--- src/hdl/assert_macros.svh ---
// Assertion macros shared by the RTL.
`ifndef ASSERT_MACROS_SVH
`define ASSERT_MACROS_SVH
`ifndef ASSERT_OFF
`define ASSERT_IMPLIES(label, clk, rst, pre, post) \
  label: assert property (@(posedge clk) disable iff (rst) (pre) |-> (post)) \
    else $error("%m: implication failed");
`define ASSERT_NEXT(label, clk, rst, pre, post) \
  label: assert property (@(posedge clk) disable iff (rst) (pre) |=> (post)) \
    else $error("%m: next-cycle check failed");
`else
`define ASSERT_IMPLIES(label, clk, rst, pre, post)
`define ASSERT_NEXT(label, clk, rst, pre, post)
`endif
`endif

--- src/hdl/nns_pkg.sv ---
// Types, constants and helpers for the nearest-neighbor scaler.
`default_nettype none
package nns_pkg;

  localparam int QW       = 10;
  localparam int NW       = 20;
  localparam int DIV_BITS = 2;
  localparam int DIV_STG  = QW / DIV_BITS;
  localparam int SIDX_W   = 20;
  localparam int CMP_W    = 25;
  localparam int FB_ROWS  = 480;

  typedef enum logic [2:0] {
    REG_SRC_WIDTH  = 3'd0,
    REG_SRC_HEIGHT = 3'd1,
    REG_DST_LEFT   = 3'd2,
    REG_DST_TOP    = 3'd3,
    REG_DST_WIDTH  = 3'd4,
    REG_DST_HEIGHT = 3'd5
  } reg_index_t;

  localparam logic OP_LOAD   = 1'b0;
  localparam logic OP_RENDER = 1'b1;

  typedef struct packed {
    logic        op;
    logic [18:0] src_index;
    logic [7:0]  byte_lo;
    logic [7:0]  byte_mid;
    logic [7:0]  byte_hi;
    logic [9:0]  dst_col;
    logic [8:0]  dst_row;
  } in_item_t;

  typedef struct packed {
    logic [18:0] fb_address;
    logic [23:0] colour;
    logic        out_of_range;
  } out_item_t;

  // one restoring division step: {quotient bit, new remainder}
  function automatic logic [QW:0] div_step(input logic [QW-1:0] r, input logic b,
                                           input logic [QW-1:0] d);
    logic [QW:0] t;
    logic [QW:0] s;
    t = {r, b};
    s = t - {1'b0, d};
    if (t >= {1'b0, d}) begin
      return {1'b1, s[QW-1:0]};
    end
    return {1'b0, t[QW-1:0]};
  endfunction

endpackage
`default_nettype wire

--- src/hdl/nns_div.sv ---
// Pipelined restoring divider, DIV_BITS quotient bits per stage.
`default_nettype none
module nns_div (
  input  wire logic                        clk,
  input  wire logic [nns_pkg::DIV_STG-1:0] adv,
  input  wire logic [nns_pkg::NW-1:0]      dividend,
  input  wire logic [nns_pkg::QW-1:0]      divisor,
  output logic      [nns_pkg::QW-1:0]      quotient
);
  import nns_pkg::*;

  logic [QW-1:0] rem_q [DIV_STG];
  logic [QW-1:0] low_q [DIV_STG];
  logic [QW-1:0] quo_q [DIV_STG];

  for (genvar k = 0; k < DIV_STG; k++) begin : g_stg
    logic [QW-1:0] r_in, l_in, q_in;
    logic [QW-1:0] r, l, q;
    logic [QW:0]   t;

    if (k == 0) begin : g_first
      assign r_in = dividend[NW-1:NW-QW];
      assign l_in = dividend[QW-1:0];
      assign q_in = '0;
    end else begin : g_rest
      assign r_in = rem_q[k-1];
      assign l_in = low_q[k-1];
      assign q_in = quo_q[k-1];
    end

    always_comb begin
      r = r_in;
      l = l_in;
      q = q_in;
      t = '0;
      for (int b = 0; b < DIV_BITS; b++) begin
        t = div_step(r, l[QW-1], divisor);
        r = t[QW-1:0];
        q = {q[QW-2:0], t[QW]};
        l = {l[QW-2:0], 1'b0};
      end
    end

    always_ff @(posedge clk) begin
      if (adv[k]) begin
        rem_q[k] <= r;
        low_q[k] <= l;
        quo_q[k] <= q;
      end
    end
  end

  assign quotient = quo_q[DIV_STG-1];

endmodule
`default_nettype wire

--- config.mk ---
export PLATFORM = sky130hd
export DESIGN_NAME = nns_div
export DESIGN_NICKNAME = d
export VERILOG_FILES = /design/src/hdl/assert_macros.svh /design/src/hdl/nns_pkg.sv /design/src/hdl/nns_div.sv
export SDC_FILE = /design/constraint.sdc
export NUM_CORES = 1
export LEC_CHECK = 0
export BUFFER_PORTS_ARGS = -buffer_cell sky130_fd_sc_hd__buf_2
export CAP_MARGIN = 20
export CORE_AREA = 2 2 122 124
export DETAILED_ROUTE_END_ITERATION = 8
export DIE_AREA = 0 0 124 126
export HOLD_SLACK_MARGIN = 0.02
export PLACE_DENSITY = 0.84
export SYNTH_ARGS = -nofsm -noshare
export SYNTH_HDL_FRONTEND = slang
export SYNTH_SLANG_ARGS = --single-unit
--- constraint.sdc ---
create_clock -name clk -period 10.4 [get_ports clk]
set_clock_uncertainty 0.15 [all_clocks]
set_input_delay 1.04 -clock clk [delete_from_list [all_inputs] [get_ports clk]]
set_output_delay 1.04 -clock clk [all_outputs]
set_load 0.02 [all_outputs]
* Word-level counts from Yosys, hierarchy flattened
Memory sizes are Yosys's and may differ from the RTL's.
Index checks and enable logic that the tools add are counted.
** Operators by class
- Add/sub/neg operators :: 10
- Order comparisons :: 10
- Mux-type cells :: 40
** Operators by type and width (count)
- 11-bit 2-to-1 mux :: 20
- 11-bit by 10-bit >= comparator with 1-bit output :: 10
- 10-bit subtractor :: 10
- 1-bit 2-to-1 mux :: 20
** Storage, ports and cells
- Flip-flop bits (word level) :: 0
- Bits in writable memories :: 140
- Memories kept :: 3
** Memory list
- quo_q :: depth 5, bits a word 10, read ports 5, clocked after Yosys merged registers in 0, wr ports 5, line nns_div.sv:14 : logic [QW-1:0] quo_q [DIV_STG];
- rem_q :: depth 5, bits a word 10, read ports 4, clocked after Yosys merged registers in 0, wr ports 5, line nns_div.sv:12 : logic [QW-1:0] rem_q [DIV_STG];
- low_q :: depth 5, bits a word 8, read ports 4, clocked after Yosys merged registers in 0, wr ports 5, line nns_div.sv:13 : logic [QW-1:0] low_q [DIV_STG];

* Longest topological paths before layout
Gate-level depths: netlist of run 1.
An unclocked memory read counts as a cell.
- Depth in word-level cells :: 7
- Mapped depth :: 19
- Gate-level depth less buffers :: 18

* Worst setup path before layout of run 1
Ideal clock, no wire load.
- Path kind :: input port to flip-flop
- From :: input port divisor[1] (netlist name)
- To :: memory rem_q[3][3] (netlist: rem_q[0][33]) (data pin)
- Arrival time :: 5200 ps
- Path slack :: 4790 ps
- Cell stages on the path :: 18
- Path buffers :: 2
- Cells stage by stage :: inv_1 > ha_1 > and4_1 > a41o_1 > a211o_1 > a41oi_1 > buf_2 > mux2_2 > inv_1 > ha_1 > nor2b_1 > o211ai_1 > a21oi_1 > o311ai_0 > nand2_1 > a221oi_1 > buf_2 > mux2_2
** RTL lines
- start, declared :: line nns_div.sv:7 : input wire logic [nns_pkg::QW-1:0] divisor,
- end, declared :: line nns_div.sv:12

==> impl_metrics.yaml, run 1 <==
outcome:
  status: "completed"
critical_path:
  cp_num_cells: 19
  reg2reg_to: "rem_q[0][34]"
  worst-setup-path-type: "input pin to register"
  startpoint: "divisor[1]"
  crit_buf_inv: 5
  cp_slowest_cell: "o21ai_0"
  endpoint_kind: "register"
  crit_path_end: "rem_q[0][14]"
  required_ns: 10.35
  crit_chain: "buf_2 -> inv_1 -> buf_4 -> ha_1 -> nor2b_1 -> o31a_1 -> o31ai_2 -> o31a_1 -> clkinv_1 -> o21ai_0 -> inv_1 -> ha_1 -> nor2b_1 -> o21bai_1 -> a21o_1 -> a31oi_1 -> o21ai_0 -> nand2_1 -> mux2_2"
  ff2ff_setup_slack_ns: 5.31
  cp.arrival_ns: 6.12
  critPathMaxFanout: 12
  setup.worst_path.start_class: "input pin"
  slowest_delay_ns: 0.45
  rr_startpoint: "rem_q[0][26]"
  worst-r2r-cell-count: 18
  cp_top_family: "compound AO/OA/AOI/OAI gates"
floorplanning:
  dieArea_um2: 15600
  initial_utilization_pct: 54.2
  ios: 46
  die_h_um: 126
  core_um2: 14300
  die_w_um: 124
  placementRows: 44
place:
  gp_congestion: 0.897
  dp_hpwl_mm: 13.5
  dpl_cell_area_um2: 8220
  portBuffers: 45
power:
  ir_worst_vdd_mv: 0.168
  power_density_nw_per_um2: 375
  leakagePower_nw: 3.61
layout:
  design_area_um2: 8560
  antenna_cells: 0
  layout_common_cells: "ha_1, edfxtp_1, mux2_2, a21oi_1, inv_1"
  final_common_cell: "ha_1"
  drive_gt1_share_pct: 18.6
  areaGrowthSynthToFinish_pct: 10.3
  nets: 932
timing:
  slew_headroom_pct: 58.8
  tightest_slew_ns: 0.617
  finalSetupTns_ns: 0
  hold_violations: 0
  slew_viol_final: 0
  max_freq_ghz: 0.162
  layout_min_cycle_time_ns: 6.16
  finalSetupViolCount: 0
  timing.final.crit_share_pct: 59.2
  rsz0062_at_grt: "no"
logic_synthesis:
  yosysSeqAreaShare_pct: 34.8
  async_flop_share_pct: 0
  syn-mean-instance-area_um2: 10.6
  yosysWarnings: 0
  netlist_area_um2: 7760
  synth_edf_count: 90
  syn_nets: 877
  synth_top_cells_by_area: "edfxtp_1, ha_1, mux2_2"
  ys.flop_type: "edfxtp_1"
  synth_top_area_share_pct: 34.8
  yosys.area.top_type: "edfxtp_1"
  yosys.cell_types.count: 62
  netlist_instances: 732
  ys_seq_elements: 90
clocking:
  cts_hold_buf: 0
  numCtsBuffers: 9
  clk_path_buf_depth: 2
  cts_resized: 0
  clk_pin_slew_ns: 0.07
  cts_post_setup_buffers_inserted: 0
  cts_tree: "yes"
  root_buffer: "clkbuf_16"
  clock_sinks: 90
  clk_latency_ns: 0.36
  cts.htree.levels: 3
routing:
  drc_errors: 0
  vias_per_cell: 6.07
  drt_wl_total_mm: 18.0
  avgRoutedWirePerCell_um: 18.5
  num_vias: 5926
  firstDrtPassIters: 5
  first_iter_violations: 392
  ant_nets: 0
grt:
  overflow: 0
  grt_max_degree: 21
  grt_pass1_vias: 5881
  antenna_found_initial: 0
  grt_pass1_wl_mm: 29.1
  grt_usage_pct: 24.1
worst_hold_path:
  hold_class: "register to register"
flow_run:
  maxCapViolCount: 0
==> report_power, final <==
| group | internal (mW) | switching, mW | total (mW) |
|---|---|---|---|
| clock | 0.215 | 0.151 | 0.366 |
| combinational | 1.06 | 1.11 | 2.16 |
| sequential | 0.619 | 0.0652 | 0.684 |
==> worst min path at each step <==
stage,start,end,depth (start not counted)
after floorplan,low_q[0][0],low_q[0][10],0
after global placement,low_q[0][10],low_q[0][20],0
after detailed placement,low_q[0][2],low_q[0][12],0
after CTS,quo_q[0][1],quo_q[0][13],0
after global routing,quo_q[0][1],quo_q[0][13],0
final,quo_q[0][1],quo_q[0][13],0
==> worst reg2reg max path, cell delays in order, from the launching register on <==
cell and delay, ns:
edfxtp_1 0.42, ha_1 0.35, a21o_1 0.19, a21o_1 0.20, a41o_1 0.21, a211o_1 0.31, a41oi_1 0.38, buf_4 0.25
mux2_2 0.38, inv_1 0.06, ha_1 0.23, nor2b_1 0.15, o211ai_1 0.20, a21oi_1 0.12, o311ai_0 0.33, nand2_1 0.09
a221oi_1 0.22, buf_4 0.26, mux2_2 0.35
==> cells in the mapped netlist (9+ instances only) <==
| cell | count |
|---|---|
| ha_1 | 100 |
| edfxtp_1 | 90 |
| mux2_2 | 55 |
| a21oi_1 | 52 |
| inv_1 | 46 |
| o21ai_0 | 44 |
| xnor2_1 | 44 |
| nor2_1 | 38 |
| nand2_1 | 34 |
| a21o_1 | 21 |
| xor2_1 | 19 |
| nor2b_1 | 18 |
| o21a_1 | 15 |
| nand2b_1 | 13 |
| nand4_1 | 13 |
| mux2i_1 | 12 |
| nor3_1 | 11 |
| fa_1 | 9 |
==> sequential cells by signal, indices dropped and copies added, names as in the netlist <==
register and flops:
rem_q 40, quo_q 30, low_q 20
==> metrics by stage <==
stage / setup slack, ns / power, mW / std cells / hold WS (ns) / utilization, %
after floorplan: 4.79 / 2.38 / 732 / 0.250 / -
after global placement: 3.95 / 2.72 / 959 / 0.252 / 57.4
after detailed placement: 3.92 / 2.79 / 959 / 0.255 / 57.4
after CTS: 4.29 / 3.19 / 975 / 0.261 / 59.7
after global routing: 3.83 / 3.45 / 976 / 0.272 / 59.8
final: 4.24 / 3.21 / 976 / 0.259 / 59.8
==> metal layers <==
metal / GRT usage, % / share of wire [%]
met1: 31.6 / 43
met2: 40.7 / 49
met3: 3.35 / 5.4
met4: 8.33 / 3.0
met5: 0 / 0
==> logic make-up (layout without fill, tap and decap cells) <==
| logic type | Yosys count | in the layout | synth area share [%] |
|---|---|---|---|
| fa+ha+maj | 109 | 109 | 18.4 |
| simple gates | 151 | 151 | 9.85 |
| flops | 90 | 90 | 34.8 |
| compound gates | 190 | 190 | 16.1 |
| mux | 74 | 74 | 10.9 |
| buf+inv | 55 | 115 | 2.82 |
| xor+xnor | 63 | 63 | 7.11 |
==> layout make-up <==
type                    instances  area (um2)
fillers                      1200        5760
multi-input cells             587        4840
flip-flops and latches         90        2700
repair buffers                 52         278
well taps                     184         230
clock buffers                   9         225
inverters                      47         176
clock inverters                 7         105
No activity file was read; power rests on OpenSTA's default activity.
==> run 2, diff against run 1 <==
Settings changed: ABC_AREA set to 1, CORE_AREA 2 2 122 124 to 2 2 130 132, DIE_AREA 0 0 124 126 to 0 0 132 134, PLACE_DENSITY 0.84 to 0.86.
Clock period 10.4 ns to 5.1 ns, I/O delays scaled along.
==> run 2 against run 1 <==
Against the previous run: non-clock buffer count is 4 higher; total power rose by 110%; via count is 31% higher; global-route usage is 1.1 points higher; die area increased by 13%; sequential cell count unchanged; wire length rose by 21%; clock power up 86%; critical path depth is 4 higher; combinational power grew 120%; worst setup slack got worse by 3.3 ns.
==> impl_metrics.yaml, run 2 <==
floorplanning:
  die_h_um: 134
  core_um2: 16300
  dieArea_um2: 17700
  placementRows: 47
  initial_utilization_pct: 53.9
  die_w_um: 132
  ios: 46
critical_path:
  endpoint_kind: "register"
  setup.worst_path.start_class: "input pin"
  cpMostUsedCell: "nand2_1"
  crit_chain: "buf_2 -> inv_1 -> buf_4 -> ha_1 -> nand3_1 -> nand2_2 -> nand2_1 -> nand2_2 -> nand2_4 -> nand2_4 -> nand2_1 -> nand2_2 -> ha_1 -> a21oi_1 -> o21ai_1 -> nand2_1 -> nand2_1 -> nand2_1 -> nand2_1 -> nand2_1 -> nand3_2 -> nand2_1 -> nand2_1"
  reg2reg_to: "rem_q[0][23]"
  worst-setup-path-type: "input pin to register"
  slowest_delay_ns: 0.34
  required_ns: 5.05
  ff2ff_setup_slack_ns: 1.18
  cp.arrival_ns: 4.13
  startpoint: "divisor[1]"
  cp_slowest_cell: "ha_1"
  rr_startpoint: "rem_q[0][13]"
  critPathMaxFanout: 12
  crit_path_end: "rem_q[0][38]"
  worst-r2r-cell-count: 22
power:
  leakagePower_nw: 4.76
  ir_worst_vdd_mv: 0.345
  power_density_nw_per_um2: 715
layout:
  areaGrowthSynthToFinish_pct: 8.04
  drive_gt1_share_pct: 10.7
  nets: 1343
  largest_register_ffs: 40
  antenna_cells: 0
  final_common_cell: "nand2_1"
  stdcell_count: 1423
  fillCellCount: 1494
  layout_common_cells: "nand2_1, inv_1, ha_1, edfxtp_1, nand3_1"
  multiInputGateArea_um2: 5350
  regMostFlops: "rem_q"
  reg_top3: "rem_q x40, quo_q x30, low_q x20"
  regArea_um2: 2700
  design_area_um2: 9480
timing:
  timing.final.crit_share_pct: 81.8
  slew_headroom_pct: 63.6
  rsz0062_at_grt: "no"
  tightest_slew_ns: 0.545
  finalSetupViolCount: 0
  hold_violations: 0
  max_freq_ghz: 0.240
  slew_viol_final: 0
  layout_min_cycle_time_ns: 4.17
  finalSetupTns_ns: 0
logic_synthesis:
  synth.top_cells.by_count: "nand2_1, inv_1, ha_1, edfxtp_1, nand3_1"
  async_flop_share_pct: 0
  netlist_area_um2: 8770
  ys_seq_elements: 90
  yosys.cell_types.count: 45
  synth_top_cells_by_area: "edfxtp_1, nand2_1, ha_1"
  synth_top_area_share_pct: 30.8
  yosysSeqAreaShare_pct: 30.8
  synth_most_common_cell: "nand2_1"
  syn-mean-instance-area_um2: 7.62
  yosysWarnings: 0
  yosys.area.top_type: "edfxtp_1"
  syn_nets: 1296
  synth_edf_count: 90
  ys.flop_type: "edfxtp_1"
  netlist_instances: 1151
grt:
  grt_usage_pct: 25.2
  grt_pass1_vias: 7575
  overflow: 0
  grt_max_degree: 21
  antenna_found_initial: 0
  grt_pass1_wl_mm: 35.8
place:
  portBuffers: 45
  dp.cells: 1407
  dp_hpwl_mm: 17.2
  gp_congestion: 0.973
  dpl_cell_area_um2: 9180
clocking:
  root_buffer: "clkbuf_16"
  numCtsBuffers: 9
  cts.htree.levels: 3
  clk_latency_ns: 0.35
  cts_hold_buf: 0
  cts_resized: 0
  clk_path_buf_depth: 2
  clk_pin_slew_ns: 0.07
  clock_sinks: 90
  cts_tree: "yes"
  cts_post_setup_buffers_inserted: 0
routing:
  drt_wl_total_mm: 21.7
  ant_nets: 0
  first_iter_violations: 583
  avgRoutedWirePerCell_um: 15.3
  drc_errors: 0
  num_vias: 7792
  firstDrtPassIters: 6
  vias_per_cell: 5.48
worst_hold_path:
  hold_class: "input pin to register"
  hp-start: "dividend[6]"
  holdPathStages: 1
outcome:
  status: "completed"
flow_run:
  maxCapViolCount: 0
run 2: cell types whose count changed after synthesis, moves of 20 or more:
cell     change
nand2_1    +350
mux2_2      -55
o21ai_0     -29
inv_1       +89
nand4_1     +20
nand2_2     +20
nor2_1      +27
nand3_1     +70
run 2: final cells by class:
type | count | area share (%)
multi-input combinational | 898 | 56.5
sequential | 90 | 28.5
inverter | 143 | 5.72
timing repair buffer | 56 | 3.25
tap | 220 | 2.90
clock buffer | 9 | 2.38
clock inverter | 7 | 0.779
run 2: logic make-up after synthesis:
group           synth area share, %
compound gates                 8.06
simple gates                   31.4
fa+ha+maj                      16.3
flops                          30.8
buf+inv                        8.19
xor+xnor                       5.19
run 2: stage by stage:
step / setup WS (ns) / power [mW] / hold slack, ns / util, %
floorplan: 1.51 / 5.22 / 0.250 / -
global placement: 0.770 / 5.88 / 0.252 / 56.4
detailed placement: 0.619 / 6.00 / 0.255 / 56.4
CTS: 0.941 / 6.74 / 0.169 / 58.2
global route: 0.554 / 7.42 / 0.172 / 58.2
finish: 0.926 / 6.78 / 0.179 / 58.2
run 2: routing by layer:
| layer | track usage [%] | up-vias | share of wire (%) |
|---|---|---|---|
| met5 | 0 | - | 0 |
| met3 | 3.70 | 67 | 5.2 |
| met2 | 45.6 | 263 | 50 |
| met4 | 12.0 | 0 | 3.8 |
| met1 | 29.5 | 3551 | 41 |
| li1 | - | 3911 | - |
run 2: worst max-delay path: cells and delay by family:
kind	cells	cell delay, ns
adder cells (fa/ha/maj)	2	0.67
AND/OR/NAND/NOR	16	1.83
buffers and inverters	3	0.77
AO/OA/AOI/OAI	2	0.30
run 2: worst min path at each step:
| stage | to | slack [ns] |
|---|---|---|
| after global routing | low_q[0][4] | 0.17 |
| after floorplan | low_q[0][10] | 0.25 |
| after global placement | quo_q[0][46] | 0.25 |
| final | low_q[0][6] | 0.18 |
| after CTS | low_q[0][6] | 0.17 |
| after detailed placement | low_q[0][20] | 0.25 |
run 2: report_power, final:
group | total (mW) | internal, mW | leakage, nW | switching, mW
Combinational | 4.70 | 1.78 | 3.73 | 2.93
Clock | 0.680 | 0.383 | 0.148 | 0.296
Sequential | 1.40 | 1.25 | 0.878 | 0.148
Total | 6.78 | 3.41 | 4.76 | 3.37
==> run 3, diff against run 2 <==
Clock period 5.1 ns to 3.7 ns, I/O delays scaled along.
==> run 3 against run 2 <==
Against the previous run: wire length is 8.3% higher; sequential share of layout area is 2.2 points lower; first-iteration DRC count is 7.5% lower; global-route usage is 1.7 points higher; final cell count is 5.1% higher; sequential cell count stayed put; combinational power is 57% higher; utilization is 4.8 points higher; worst hold slack worse by 0.15 ns; total power is 51% higher; critical path type is now register to register; critical endpoint is now rem_q[0][21].
==> impl_metrics.yaml, run 3 (same netlist as run 2, synthesis figures left out) <==
grt:
  grt_pass1_wl_mm: 37.5
  grt_max_degree: 21
  overflow: 0
  grt_util_met3_pct: 3.97
  grtUsageMet2_pct: 48.5
  grt_use_met1_pct: 31.3
  grt_usage_pct: 26.9
  grt_most_used_layer: "met2"
  antenna_found_initial: 0
  grt_pass1_vias: 7800
timing:
  slew_viol_final: 0
  layout_min_cycle_time_ns: 3.49
  timing.final.crit_share_pct: 94.3
  slew_headroom_pct: 66.2
  hold_violations: 0
  max_freq_ghz: 0.286
  finalSetupViolCount: 0
  hold_ws_ns: 0.0323
  tightest_slew_ns: 0.507
clocking:
  clock_sinks: 90
  clk_path_buf_depth: 2
  cts_tree: "yes"
  numCtsBuffers: 9
  root_buffer: "clkbuf_16"
  cts_hold_buf: 0
  clk_pin_slew_ns: 0.07
  clk_latency_ns: 0.36
  cts.htree.levels: 3
layout:
  final_common_cell: "nand2_1"
  largest_register_ffs: 40
  drive_gt1_share_pct: 17.6
  areaGrowthSynthToFinish_pct: 16.9
  nets: 1415
  postLayoutCoreUtil_pct: 63.0
  regMostFlops: "rem_q"
  layout_common_cells: "nand2_1, inv_1, edfxtp_1, ha_1"
  fillCellCount: 1432
  reg_top3: "rem_q x40, quo_q x30, low_q x20"
  antenna_cells: 0
critical_path:
  critPathMaxFanout: 13
  required_ns: 3.66
  cp.arrival_ns: 3.45
  endpoint_kind: "register"
  setup.worst_path.start_class: "register"
  worst-setup-path-type: "register to register"
routing:
  vias_per_cell: 5.41
  first_iter_violations: 539
  firstDrtPassIters: 5
  avgRoutedWirePerCell_um: 15.7
  ant_nets: 0
  drt_wl_total_mm: 23.5
  drc_errors: 0
  num_vias: 8091
flow_run:
  maxCapViolCount: 0
floorplanning:
  die_w_um: 132
  core_um2: 16300
  placementRows: 47
  initial_utilization_pct: 53.9
  die_h_um: 134
  ios: 46
  dieArea_um2: 17700
worst_hold_path:
  hold_class: "input pin to register"
outcome:
  status: "completed"
power:
  leakagePower_nw: 5.12
  ir_worst_vdd_mv: 0.494
  p_total_mw: 10.2
  power_density_nw_per_um2: 996
place:
  gp_congestion: 1.04
  dp_hpwl_mm: 18.9
  portBuffers: 45
[run 3: cell count changes in the layout (fill, tap and decap cells not counted), sizes merged]
| cell | delta |
|---|---|
| inv | -1 |
| buf | +72 |
| clkinv | +1 |
| clkinvlp | +1 |
| bufinv | -1 |
[run 3: layer usage]
metal	vias to the layer above	wire (um)
li1	4069	-
met1	3643	9310
met2	291	11700
met3	88	1250
met4	0	1340
met5	-	0
[run 3: area by class of cell]
class | instances | area [um2] | share of cell area [%]
multi-input combinational | 898 | 5540 | 54.0
sequential | 90 | 2700 | 26.3
timing repair buffer | 128 | 915 | 8.92
inverter | 143 | 547 | 5.33
tap | 220 | 275 | 2.68
clock buffer | 9 | 225 | 2.20
clock inverter | 7 | 51.3 | 0.500
[run 3: worst paths after layout]
check | depth (start not counted) | startpoint | endpoint | slack, ns
setup / recovery | 21 | rem_q[0][15] | rem_q[0][21] | 0.21
hold / removal | 1 | dividend[1] | low_q[0][1] | 0.03
setup reg to reg | 21 | rem_q[0][15] | rem_q[0][21] | 0.21
hold reg to reg | 0 | low_q[0][5] | low_q[0][15] | 0.27
[run 3: where the power goes]
group          internal, mW  switching (mW)  leakage, nW
sequential             1.72           0.232        0.878
clock                 0.459           0.413        0.134
combinational          3.03            4.36         4.11
total                  5.21            5.01         5.12
[run 3: timing repair]
action	in CTS	in global routing
setup buffers	0	3
resized for setup	0	32
endpoints found under the setup margin	0	27
[run 3: per-stage QoR]
step	std cells	TNS, ns	cell area [um2]	setup WS (ns)
finish	1495	0	10300	0.209
CTS	1492	0	10000	0.0885
floorplan	1151	0	8770	0.251
global placement	1476	-0.189	9760	-0.0372
detailed placement	1476	-0.928	9760	-0.0855
global route	1495	-0.774	10300	-0.107
[run 3: worst max-delay path, cell delays in order (launching register included)]
cell and delay (ns):
edfxtp_1 0.48, ha_4 0.33, nand2_1 0.09, nor2_2 0.15, inv_1 0.05, nor2_1 0.12, nand2_2 0.09, nand3_4 0.11
inv_4 0.08, nand2_1 0.06, o21ai_1 0.08, ha_1 0.38, nand2_1 0.12, nor2_1 0.17, nand3_1 0.09, nand4_1 0.11
nand2_1 0.06, nand3_1 0.13, nor2_2 0.06, buf_6 0.16, nand2_1 0.11, nand2_1 0.07
